File: src/design/izc_pkg.sv
// shared types and constants of the irrigation zone controller
// no dependencies; used by the lanes, the merge stage, the top level and the checker
package izc_pkg;

    localparam int N_ZONES     = 4;
    localparam int RAW_W       = 10;
    localparam int PCT_W       = 7;
    localparam int THR_W       = 8;
    localparam int ZONE_W      = 3;
    localparam int NOW_W       = 32;
    localparam int BLINK_W     = 16;
    localparam int PCT_SCALE   = 100;
    localparam int ADC_MAX_DEF = 1023;

    // configuration port
    localparam int APB_DW  = 32;
    localparam int PADDR_W = 5;
    localparam int REG_IW  = 3;

    localparam logic [REG_IW-1:0] REG_ZONE_MASK = 3'd0;
    localparam logic [REG_IW-1:0] REG_THR_Z1    = 3'd1;
    localparam logic [REG_IW-1:0] REG_THR_Z2    = 3'd2;
    localparam logic [REG_IW-1:0] REG_THR_Z3    = 3'd3;
    localparam logic [REG_IW-1:0] REG_THR_Z4    = 3'd4;
    localparam logic [REG_IW-1:0] REG_LVL_CHK   = 3'd5;
    localparam logic [REG_IW-1:0] REG_BLINK     = 3'd6;

    localparam logic [THR_W-1:0]   THR_RST   = 8'd50;
    localparam logic [BLINK_W-1:0] BLINK_RST = 16'd1000;

    // stream payloads
    localparam int IN_TDATA_W  = 80;
    localparam int OUT_TDATA_W = 40;

    typedef logic [N_ZONES-1:0][PCT_W-1:0] t_pct_vec;
    typedef logic [N_ZONES-1:0][THR_W-1:0] t_thr_vec;

    // per-stage load enables of the lane pipeline
    typedef struct packed {
        logic en1;
        logic en2;
        logic en3;
    } t_pipe_ctl;

endpackage

File: src/design/irrigation_zone_controller_unit.sv
// irrigation zone controller: each input transfer is one control tick carrying four
// moisture samples, the tank level bit and a millisecond timestamp. four identical lanes
// turn the samples into percent ((ADC_MAX - raw) * 100 / ADC_MAX, truncated, samples above
// ADC_MAX read as 0 percent) through a three-stage reciprocal multiply; a merge stage then
// picks the lowest enabled zone below its threshold, applies the low tank lockout, runs the
// warning led blink timer and registers the result. one result transfer per input transfer,
// in order. throughput is one tick per clock unless m_axis_tready stalls; each tick
// runs through three lane stages and the result register. stages advance independently,
// so input is still taken while a result waits, until all four stages hold a tick.
// configuration registers sit on an apb port at byte addresses 4*i, pready always high,
// and are to be written only while no tick is in flight. no clearing pass after reset.
// depends on izc_pkg, izc_lane, izc_merge
module irrigation_zone_controller_unit
    import izc_pkg::*;
#(
    parameter int ADC_MAX = ADC_MAX_DEF
) (
    input  logic                   i_clk,
    input  logic                   i_rst_n,

    // ticks in
    input  logic                   s_axis_tvalid,
    output logic                   s_axis_tready,
    // raw_moisture_1 [9:0], raw_moisture_2 [19:10], raw_moisture_3 [29:20],
    // raw_moisture_4 [39:30], tank_level_ok [40], now_ms [72:41], zero pad [79:73]
    input  logic [IN_TDATA_W-1:0]  s_axis_tdata,

    // results out
    output logic                   m_axis_tvalid,
    input  logic                   m_axis_tready,
    // pump_on [0], active_zone [3:1], warning_led [4], water_low [5],
    // moisture_pct_1 [12:6], moisture_pct_2 [19:13], moisture_pct_3 [26:20],
    // moisture_pct_4 [33:27], zero pad [39:34]
    output logic [OUT_TDATA_W-1:0] m_axis_tdata,

    // configuration
    input  logic                   psel,
    input  logic                   penable,
    input  logic                   pwrite,
    input  logic [PADDR_W-1:0]     paddr,
    input  logic [APB_DW-1:0]      pwdata,
    output logic [APB_DW-1:0]      prdata,
    output logic                   pready
);

    // configuration registers
    logic [N_ZONES-1:0] r_zone_mask;
    t_thr_vec           r_thr;
    logic               r_lvl_chk;
    logic [BLINK_W-1:0] r_blink;

    logic               cfg_wr;
    logic [REG_IW-1:0]  reg_idx;

    // pipeline valids and enables
    logic      r_v1;
    logic      r_v2;
    logic      r_v3;
    logic      r_ov;
    logic      en_out;
    t_pipe_ctl ctl;

    // tick side data traveling with the lanes
    logic             r_tank1;
    logic             r_tank2;
    logic             r_tank3;
    logic [NOW_W-1:0] r_now1;
    logic [NOW_W-1:0] r_now2;
    logic [NOW_W-1:0] r_now3;

    logic [N_ZONES-1:0][RAW_W-1:0] raw;
    t_pct_vec                      lane_pct;

    logic              res_pump;
    logic [ZONE_W-1:0] res_zone;
    logic              res_led;
    logic              res_low;
    t_pct_vec          res_pct;

    // ---------------------------------------------------------------- apb
    assign pready  = 1'b1;
    assign cfg_wr  = psel && penable && pwrite && pready;
    assign reg_idx = paddr[PADDR_W-1:2];

    always_ff @(posedge i_clk) begin
        if (!i_rst_n) begin
            r_zone_mask <= '0;
            r_thr       <= {N_ZONES{THR_RST}};
            r_lvl_chk   <= 1'b0;
            r_blink     <= BLINK_RST;
        end else if (cfg_wr) begin
            unique case (reg_idx)
                REG_ZONE_MASK: r_zone_mask <= pwdata[N_ZONES-1:0];
                REG_THR_Z1:    r_thr[0]    <= pwdata[THR_W-1:0];
                REG_THR_Z2:    r_thr[1]    <= pwdata[THR_W-1:0];
                REG_THR_Z3:    r_thr[2]    <= pwdata[THR_W-1:0];
                REG_THR_Z4:    r_thr[3]    <= pwdata[THR_W-1:0];
                REG_LVL_CHK:   r_lvl_chk   <= pwdata[0];
                REG_BLINK:     r_blink     <= pwdata[BLINK_W-1:0];
                default: ;  // unmapped address, write dropped
            endcase
        end
    end

    always_comb begin
        unique case (reg_idx)
            REG_ZONE_MASK: prdata = APB_DW'(r_zone_mask);
            REG_THR_Z1:    prdata = APB_DW'(r_thr[0]);
            REG_THR_Z2:    prdata = APB_DW'(r_thr[1]);
            REG_THR_Z3:    prdata = APB_DW'(r_thr[2]);
            REG_THR_Z4:    prdata = APB_DW'(r_thr[3]);
            REG_LVL_CHK:   prdata = APB_DW'(r_lvl_chk);
            REG_BLINK:     prdata = APB_DW'(r_blink);
            default:       prdata = '0;
        endcase
    end

    // ---------------------------------------------------------------- flow control
    // a stage loads when it is empty or its content moves on, so bubbles collapse
    assign en_out        = !r_ov || m_axis_tready;
    assign ctl.en3       = !r_v3 || en_out;
    assign ctl.en2       = !r_v2 || ctl.en3;
    assign ctl.en1       = !r_v1 || ctl.en2;
    assign s_axis_tready = ctl.en1;
    assign m_axis_tvalid = r_ov;

    always_ff @(posedge i_clk) begin
        if (!i_rst_n) begin
            r_v1 <= 1'b0;
            r_v2 <= 1'b0;
            r_v3 <= 1'b0;
            r_ov <= 1'b0;
        end else begin
            if (ctl.en1) begin
                r_v1 <= s_axis_tvalid;
            end
            if (ctl.en2) begin
                r_v2 <= r_v1;
            end
            if (ctl.en3) begin
                r_v3 <= r_v2;
            end
            if (en_out) begin
                r_ov <= r_v3;
            end
        end
    end

    always_ff @(posedge i_clk) begin
        if (ctl.en1) begin
            r_tank1 <= s_axis_tdata[40];
            r_now1  <= s_axis_tdata[72:41];
        end
        if (ctl.en2) begin
            r_tank2 <= r_tank1;
            r_now2  <= r_now1;
        end
        if (ctl.en3) begin
            r_tank3 <= r_tank2;
            r_now3  <= r_now2;
        end
    end

    // ---------------------------------------------------------------- lanes
    genvar g;
    generate
        for (g = 0; g < N_ZONES; g++) begin : g_lane
            assign raw[g] = s_axis_tdata[g*RAW_W +: RAW_W];

            izc_lane #(
                .ADC_MAX (ADC_MAX)
            ) u_lane (
                .i_clk (i_clk),
                .i_ctl (ctl),
                .i_raw (raw[g]),
                .o_pct (lane_pct[g])
            );
        end
    endgenerate

    // ---------------------------------------------------------------- merge
    // blink state advances only when a tick enters the result register, in tick order
    izc_merge u_merge (
        .i_clk       (i_clk),
        .i_rst_n     (i_rst_n),
        .i_load      (en_out && r_v3),
        .i_pct       (lane_pct),
        .i_tank      (r_tank3),
        .i_now       (r_now3),
        .i_zone_mask (r_zone_mask),
        .i_thr       (r_thr),
        .i_lvl_chk   (r_lvl_chk),
        .i_blink     (r_blink),
        .o_pump      (res_pump),
        .o_zone      (res_zone),
        .o_led       (res_led),
        .o_low       (res_low),
        .o_pct       (res_pct)
    );

    assign m_axis_tdata = {6'd0, res_pct[3], res_pct[2], res_pct[1], res_pct[0],
                           res_low, res_led, res_zone, res_pump};

endmodule

File: src/design/izc_lane.sv
// one moisture lane: raw adc sample to truncated percent in three stages
// depends on izc_pkg
module izc_lane
    import izc_pkg::*;
#(
    parameter int ADC_MAX = ADC_MAX_DEF
) (
    input  logic             i_clk,
    input  t_pipe_ctl        i_ctl,
    input  logic [RAW_W-1:0] i_raw,
    output logic [PCT_W-1:0] o_pct
);

    localparam int DW    = $clog2(ADC_MAX + 1);
    localparam int CW    = (DW > RAW_W) ? DW : RAW_W;
    localparam int VW    = $clog2(ADC_MAX * PCT_SCALE + 1);
    localparam int SH    = VW;
    localparam int RECIP = (1 << SH) / ADC_MAX;
    localparam int MW    = $clog2(RECIP + 1);
    localparam int PW    = VW + MW;

    logic [CW-1:0]    raw_ext;
    logic [CW-1:0]    raw_clip;
    logic [DW-1:0]    diff;
    logic [VW-1:0]    n_v1;
    logic [VW-1:0]    r_v1;
    logic [VW-1:0]    r_v2;
    logic [PW-1:0]    r_prod;
    logic [PCT_W-1:0] q_est;
    logic [VW-1:0]    q_mul;
    logic [VW-1:0]    rem;
    logic [PCT_W-1:0] n_pct;
    logic [PCT_W-1:0] r_pct;

    // stage 1: clip to full scale, scale by 100
    always_comb begin
        raw_ext  = CW'(i_raw);
        raw_clip = (raw_ext > CW'(ADC_MAX)) ? CW'(ADC_MAX) : raw_ext;
        diff     = DW'(CW'(ADC_MAX) - raw_clip);
        n_v1     = VW'(diff * PCT_SCALE);
    end

    // stage 3: reciprocal estimate is exact or one low, fix with one compare
    always_comb begin
        q_est = r_prod[SH+PCT_W-1:SH];
        q_mul = VW'(q_est * ADC_MAX);
        rem   = r_v2 - q_mul;
        n_pct = (rem >= VW'(ADC_MAX)) ? q_est + PCT_W'(1) : q_est;
    end

    always_ff @(posedge i_clk) begin
        if (i_ctl.en1) begin
            r_v1 <= n_v1;
        end
        if (i_ctl.en2) begin
            r_v2   <= r_v1;
            r_prod <= PW'(r_v1) * PW'(RECIP);
        end
        if (i_ctl.en3) begin
            r_pct <= n_pct;
        end
    end

    assign o_pct = r_pct;

endmodule

File: src/design/izc_merge.sv
// merge stage: zone priority pick, tank lockout, warning led state, result register
// depends on izc_pkg
module izc_merge
    import izc_pkg::*;
(
    input  logic               i_clk,
    input  logic               i_rst_n,
    input  logic               i_load,
    input  t_pct_vec           i_pct,
    input  logic               i_tank,
    input  logic [NOW_W-1:0]   i_now,
    input  logic [N_ZONES-1:0] i_zone_mask,
    input  t_thr_vec           i_thr,
    input  logic               i_lvl_chk,
    input  logic [BLINK_W-1:0] i_blink,
    output logic               o_pump,
    output logic [ZONE_W-1:0]  o_zone,
    output logic               o_led,
    output logic               o_low,
    output t_pct_vec           o_pct
);

    logic [N_ZONES-1:0] qual;
    logic [ZONE_W-1:0]  sel;
    logic               usable;
    logic [NOW_W-1:0]   elapsed;
    logic               n_led;
    logic [NOW_W-1:0]   n_last;
    logic               n_pump;
    logic [ZONE_W-1:0]  n_zone;

    logic               r_led;
    logic [NOW_W-1:0]   r_last;
    logic               r_pump;
    logic [ZONE_W-1:0]  r_zone;
    logic               r_low;
    t_pct_vec           r_pct;

    // lowest numbered qualifying zone wins
    always_comb begin
        sel = '0;
        for (int i = N_ZONES - 1; i >= 0; i--) begin
            qual[i] = i_zone_mask[i] && (THR_W'(i_pct[i]) < i_thr[i]);
            if (qual[i]) begin
                sel = ZONE_W'(i + 1);
            end
        end
    end

    always_comb begin
        usable  = i_tank || !i_lvl_chk;
        elapsed = i_now - r_last;
        n_led   = r_led;
        n_last  = r_last;
        if (usable) begin
            n_led = 1'b0;
        end else if (elapsed > NOW_W'(i_blink)) begin
            n_led  = !r_led;
            n_last = i_now;
        end
        n_pump = usable && (sel != '0);
        n_zone = usable ? sel : '0;
    end

    always_ff @(posedge i_clk) begin
        if (!i_rst_n) begin
            r_led  <= 1'b0;
            r_last <= '0;
        end else if (i_load) begin
            r_led  <= n_led;
            r_last <= n_last;
        end
    end

    always_ff @(posedge i_clk) begin
        if (i_load) begin
            r_pump <= n_pump;
            r_zone <= n_zone;
            r_low  <= !usable;
            r_pct  <= i_pct;
        end
    end

    assign o_pump = r_pump;
    assign o_zone = r_zone;
    assign o_led  = r_led;
    assign o_low  = r_low;
    assign o_pct  = r_pct;

endmodule

File: config.mk
export PLATFORM = sky130hd
export DESIGN_NAME = irrigation_zone_controller_unit
export DESIGN_NICKNAME = d
export VERILOG_FILES = /design/src/design/izc_pkg.sv /design/src/design/irrigation_zone_controller_unit.sv /design/src/design/izc_lane.sv /design/src/design/izc_merge.sv
export SDC_FILE = /design/constraint.sdc
export NUM_CORES = 1
export LEC_CHECK = 0
export BUFFER_PORTS_ARGS = -buffer_cell sky130_fd_sc_hd__buf_4
export CAP_MARGIN = 30
export CORE_ASPECT_RATIO = 0.6
export CORE_MARGIN = 2
export CORE_UTILIZATION = 29
export CTS_CLUSTER_DIAMETER = 120
export DETAILED_ROUTE_END_ITERATION = 7
export PLACE_DENSITY_LB_ADDON = 0.1
export SLEW_MARGIN = 20
export SYNTH_ARGS = -nofsm -noshare
export SYNTH_HDL_FRONTEND = slang
export SYNTH_HIERARCHICAL = 1
export SYNTH_SLANG_ARGS = --single-unit
File: constraint.sdc
create_clock -name i_clk -period 5.9 [get_ports i_clk]
set_clock_uncertainty 0.1 [all_clocks]
set_input_delay 1.18 -clock i_clk [delete_from_list [all_inputs] [get_ports i_clk]]
set_output_delay 1.18 -clock i_clk [all_outputs]
set_load 0.05 [all_outputs]
==> out/metrics.yaml <==
numCtsBuffers: 43
clk_path_buf_depth: 3
clock_tree_from_tritoncts: "yes"
worstSetupPathType: "reg -> reg"
grt_overflow_total: 0
holdBufCountCts: 0
yosys_register_bits: 370
syn_avg_cell_area_um2: 10.3
min_delay_path_depth: 0
critical_path_arrival_ps: 5920
critical_path_peak_fanout: 7
worstHoldStart: "r_now2[11]"
synth_sequential_area_ratio: 0.353
clock_insertion_delay_worst_skew_ps: 600
drt_iter0_drc: 1149
setup_violations: 0
netlist_instances: 2805
final_replace_weighted_congestion: 0.846
cell_taking_the_most_area_after_synthesis: "sky130_fd_sc_hd__edfxtp_1"
maxCapViolations: 0
finalCritPeriodShare: 0.954
filler_cell_count: 10000
detailedRoute.firstPassIterationCount: 5
dp_hpwl_mm: 59.6
tritoncts_num_sinks: 370
layout.nets: 3641
period_minus_slack_ps: 5630
dr_total_vias: 20200
number_of_levels_the_h_tree_was_split_into: 2
floorplan.die_area_um2: 102000
coreArea_um2: 98600
hold_violations_final: 0
ctsRootBufferMaster: "sky130_fd_sc_hd__clkbuf_16"
grt_max_degree: 70
ios: 199
initial_antenna_violation_count: 1
crit_path_end_kind: "flop"
grt_pass1_vias: 20100
maxSlewHeadroom: 0.422
synthesis.area_um2: 28900
synth_area_leaders: "sky130_fd_sc_hd__edfxtp_1 29%, sky130_fd_sc_hd__ha_1 16%, sky130_fd_sc_hd__fa_1 10%"
result_of_the_run: "complete, no violations"
initial_core_util: 0.294
min-delay-path-class: "reg -> reg"
met1_usage: 0.225
postSynth.topFlopCell: "sky130_fd_sc_hd__edfxtp_1"
timing.rr.end: "g_lane[1].u_lane/o_pct[0]"
regToRegSetupSlack_ps: 270
die_height_um: 249
grt.met3_usage: 0.0206
dieWidth_um: 412
cp-start-kind: "flop"
final_layout_size_suffix_gt1_frac: 0.129
hold_path_end: "r_now3[11]"
slew_viol_final: 0
core.rowCount: 89
route.detailed.wl_per_inst_um: 17.3
worst-r2r-cell-count: 17
viasPerCell: 4.65
layout.core_utilization: 0.338
final.hold.worst_slack_ps: 309
post_synth_num_cell_types: 114
place.port_buffers: 150
most_common_cell_in_the_synthesized_netlist: "sky130_fd_sc_hd__inv_1"
synth-edff-count: 280
remaining_drc_errors: 0
netlist_top_cells_count: "539 x sky130_fd_sc_hd__inv_1, 371 x sky130_fd_sc_hd__ha_1, 280 x sky130_fd_sc_hd__edfxtp_1, 151 x sky130_fd_sc_hd__a21oi_1, 145 x sky130_fd_sc_hd__fa_1"
cts.reportedPaths.clkPinSlew_ps: 70
ant_nets: 0
worst-endpoint-required_ps: 6200
yosysWarnings: 6
grt_usage: 0.146
async_flop_share: 0
grt_pass1_wl_mm: 117
flow.area_growth_from_synthesis_pct: 15.2
synth_top_area_frac: 0.291
highest_clock_frequency_the_design_can_meet_ghz: 0.178
finalWirelength_mm: 75.4
worst-slew-pin-transition_ps: 857
grt_busiest_layer: "met1"
rr_startpoint: "g_lane[1].u_lane/r_v2[11]"
grt_util_met2: 0.215
==> worst max-delay path by stage <==
stage	cells past startpoint	slack, ps	from	end
2_1_floorplan	18	520	g_lane[2].u_lane/r_v2[14]	g_lane[2].u_lane/o_pct[0]
3_3_place_gp	14	50	g_lane[2].u_lane/r_v2[15]	g_lane[2].u_lane/o_pct[6]
3_5_place_dp	14	50	g_lane[2].u_lane/r_v2[15]	g_lane[2].u_lane/o_pct[4]
4_1_cts	14	10	g_lane[2].u_lane/r_v2[15]	g_lane[2].u_lane/o_pct[4]
5_1_grt	17	-6	g_lane[1].u_lane/r_v2[11]	g_lane[1].u_lane/o_pct[0]
6_report	17	270	g_lane[1].u_lane/r_v2[11]	g_lane[1].u_lane/o_pct[0]
==> metal layers <==
metal,up-vias,part of all wire
li1,10000,-
met1,9865,0.53
met2,270,0.42
met3,61,0.033
met4,0,0.018
met5,-,0
==> state kept, by name, summed over array words and instances (netlist names), 16 cells and up <==
| signal | cells |
|---|---|
| g_lane.u_lane/r_v1 | 60 |
| g_lane.u_lane/r_v2 | 60 |
| r_now1 | 32 |
| r_now2 | 32 |
| r_now3 | 32 |
| r_thr | 32 |
| u_merge/r_last | 32 |
| g_lane.u_lane/o_pct | 28 |
| u_merge/o_pct | 28 |
| r_blink | 16 |
==> what timing repair did <==
action                     4_1_cts  5_1_grt
setup buffers                    0        6
resized for setup                0       14
setup endpoints to repair        0       30
==> final cells by class <==
type,instances,area [µm²],area share
clock inverters,23,246,0.00740
diodes,1,2.50,0.0000751
flip-flops and latches,370,10200,0.306
multi-input cells,1818,16300,0.488
well taps,1319,1650,0.0495
inverters,539,2030,0.0608
repair buffers,229,1760,0.0527
clock buffers,57,1170,0.0351
==> worst max-delay path: stages, from the launching register on <==
cell	delay, ps
sky130_fd_sc_hd__edfxtp_1	460
sky130_fd_sc_hd__inv_1	170
sky130_fd_sc_hd__fa_1	550
sky130_fd_sc_hd__inv_1	120
sky130_fd_sc_hd__fa_1	500
sky130_fd_sc_hd__inv_1	50
sky130_fd_sc_hd__fa_1	540
sky130_fd_sc_hd__inv_1	60
sky130_fd_sc_hd__fa_1	530
sky130_fd_sc_hd__inv_1	40
sky130_fd_sc_hd__ha_2	400
sky130_fd_sc_hd__nand3_1	160
sky130_fd_sc_hd__a211oi_2	310
sky130_fd_sc_hd__o21ai_0	220
sky130_fd_sc_hd__a311oi_2	410
sky130_fd_sc_hd__xor2_1	300
sky130_fd_sc_hd__nand4_2	200
sky130_fd_sc_hd__xnor2_1	300
==> cell families (layout without fill, tap and decap cells) <==
group / Yosys count / count (layout) / share of synthesized area
DFF: 370 / 370 / 0.353
adders and majority gates: 516 / 516 / 0.261
AOI/OAI and AO/OA: 531 / 531 / 0.131
xor gates and xnor gates: 114 / 114 / 0.0345
other: 2 / 24 / 0.000260
buffers and inverters: 638 / 848 / 0.0903
muxes: 95 / 95 / 0.0333
and+or+nand+nor: 539 / 539 / 0.0967
==> stage by stage <==
step / TNS [ps] / instances / area, µm² / setup slack, ps
after floorplan: 0 / 2826 / 29000 / 523
after global placement: 0 / 4268 / 31800 / 52.4
after detailed placement: 0 / 4268 / 31800 / 50.5
after CTS: 0 / 4348 / 33200 / 12.2
after global routing: -6.74 / 4356 / 33300 / -6.40
final: 0 / 4356 / 33300 / 271
==> cell usage in the layout (no fill, tap or decap), types with 12 or more instances in the layout <==
| cell | count |
|---|---|
| sky130_fd_sc_hd__a21o_1 | 50 |
| sky130_fd_sc_hd__clkbuf_16 | 43 |
| sky130_fd_sc_hd__o311ai_0 | 16 |
| sky130_fd_sc_hd__nand2b_1 | 30 |
| sky130_fd_sc_hd__nand2_1 | 135 |
| sky130_fd_sc_hd__o21bai_1 | 14 |
| sky130_fd_sc_hd__nand3_1 | 58 |
| sky130_fd_sc_hd__nor2b_1 | 20 |
| sky130_fd_sc_hd__o31ai_1 | 16 |
| sky130_fd_sc_hd__fa_1 | 144 |
| sky130_fd_sc_hd__nor3_1 | 26 |
| sky130_fd_sc_hd__or3_1 | 12 |
| sky130_fd_sc_hd__conb_1 | 23 |
| sky130_fd_sc_hd__nor2_1 | 121 |
| sky130_fd_sc_hd__a21oi_1 | 151 |
| sky130_fd_sc_hd__and3_1 | 15 |
| sky130_fd_sc_hd__a31oi_1 | 16 |
| sky130_fd_sc_hd__and2_1 | 19 |
| sky130_fd_sc_hd__a211oi_1 | 16 |
| sky130_fd_sc_hd__inv_1 | 536 |
| sky130_fd_sc_hd__nand4_1 | 35 |
| sky130_fd_sc_hd__o211ai_1 | 30 |
| sky130_fd_sc_hd__mux2i_1 | 84 |
| sky130_fd_sc_hd__xor2_1 | 41 |
| sky130_fd_sc_hd__o21ai_0 | 67 |
| sky130_fd_sc_hd__xnor2_1 | 71 |
| sky130_fd_sc_hd__edfxtp_1 | 280 |
| sky130_fd_sc_hd__a211o_1 | 12 |
| sky130_fd_sc_hd__buf_4 | 226 |
| sky130_fd_sc_hd__o21a_1 | 22 |
| sky130_fd_sc_hd__ha_1 | 366 |
| sky130_fd_sc_hd__dfxtp_1 | 90 |
Power is not shown: default switching activity piles up to over one toggle a cycle in this logic, so the estimate is an artifact.
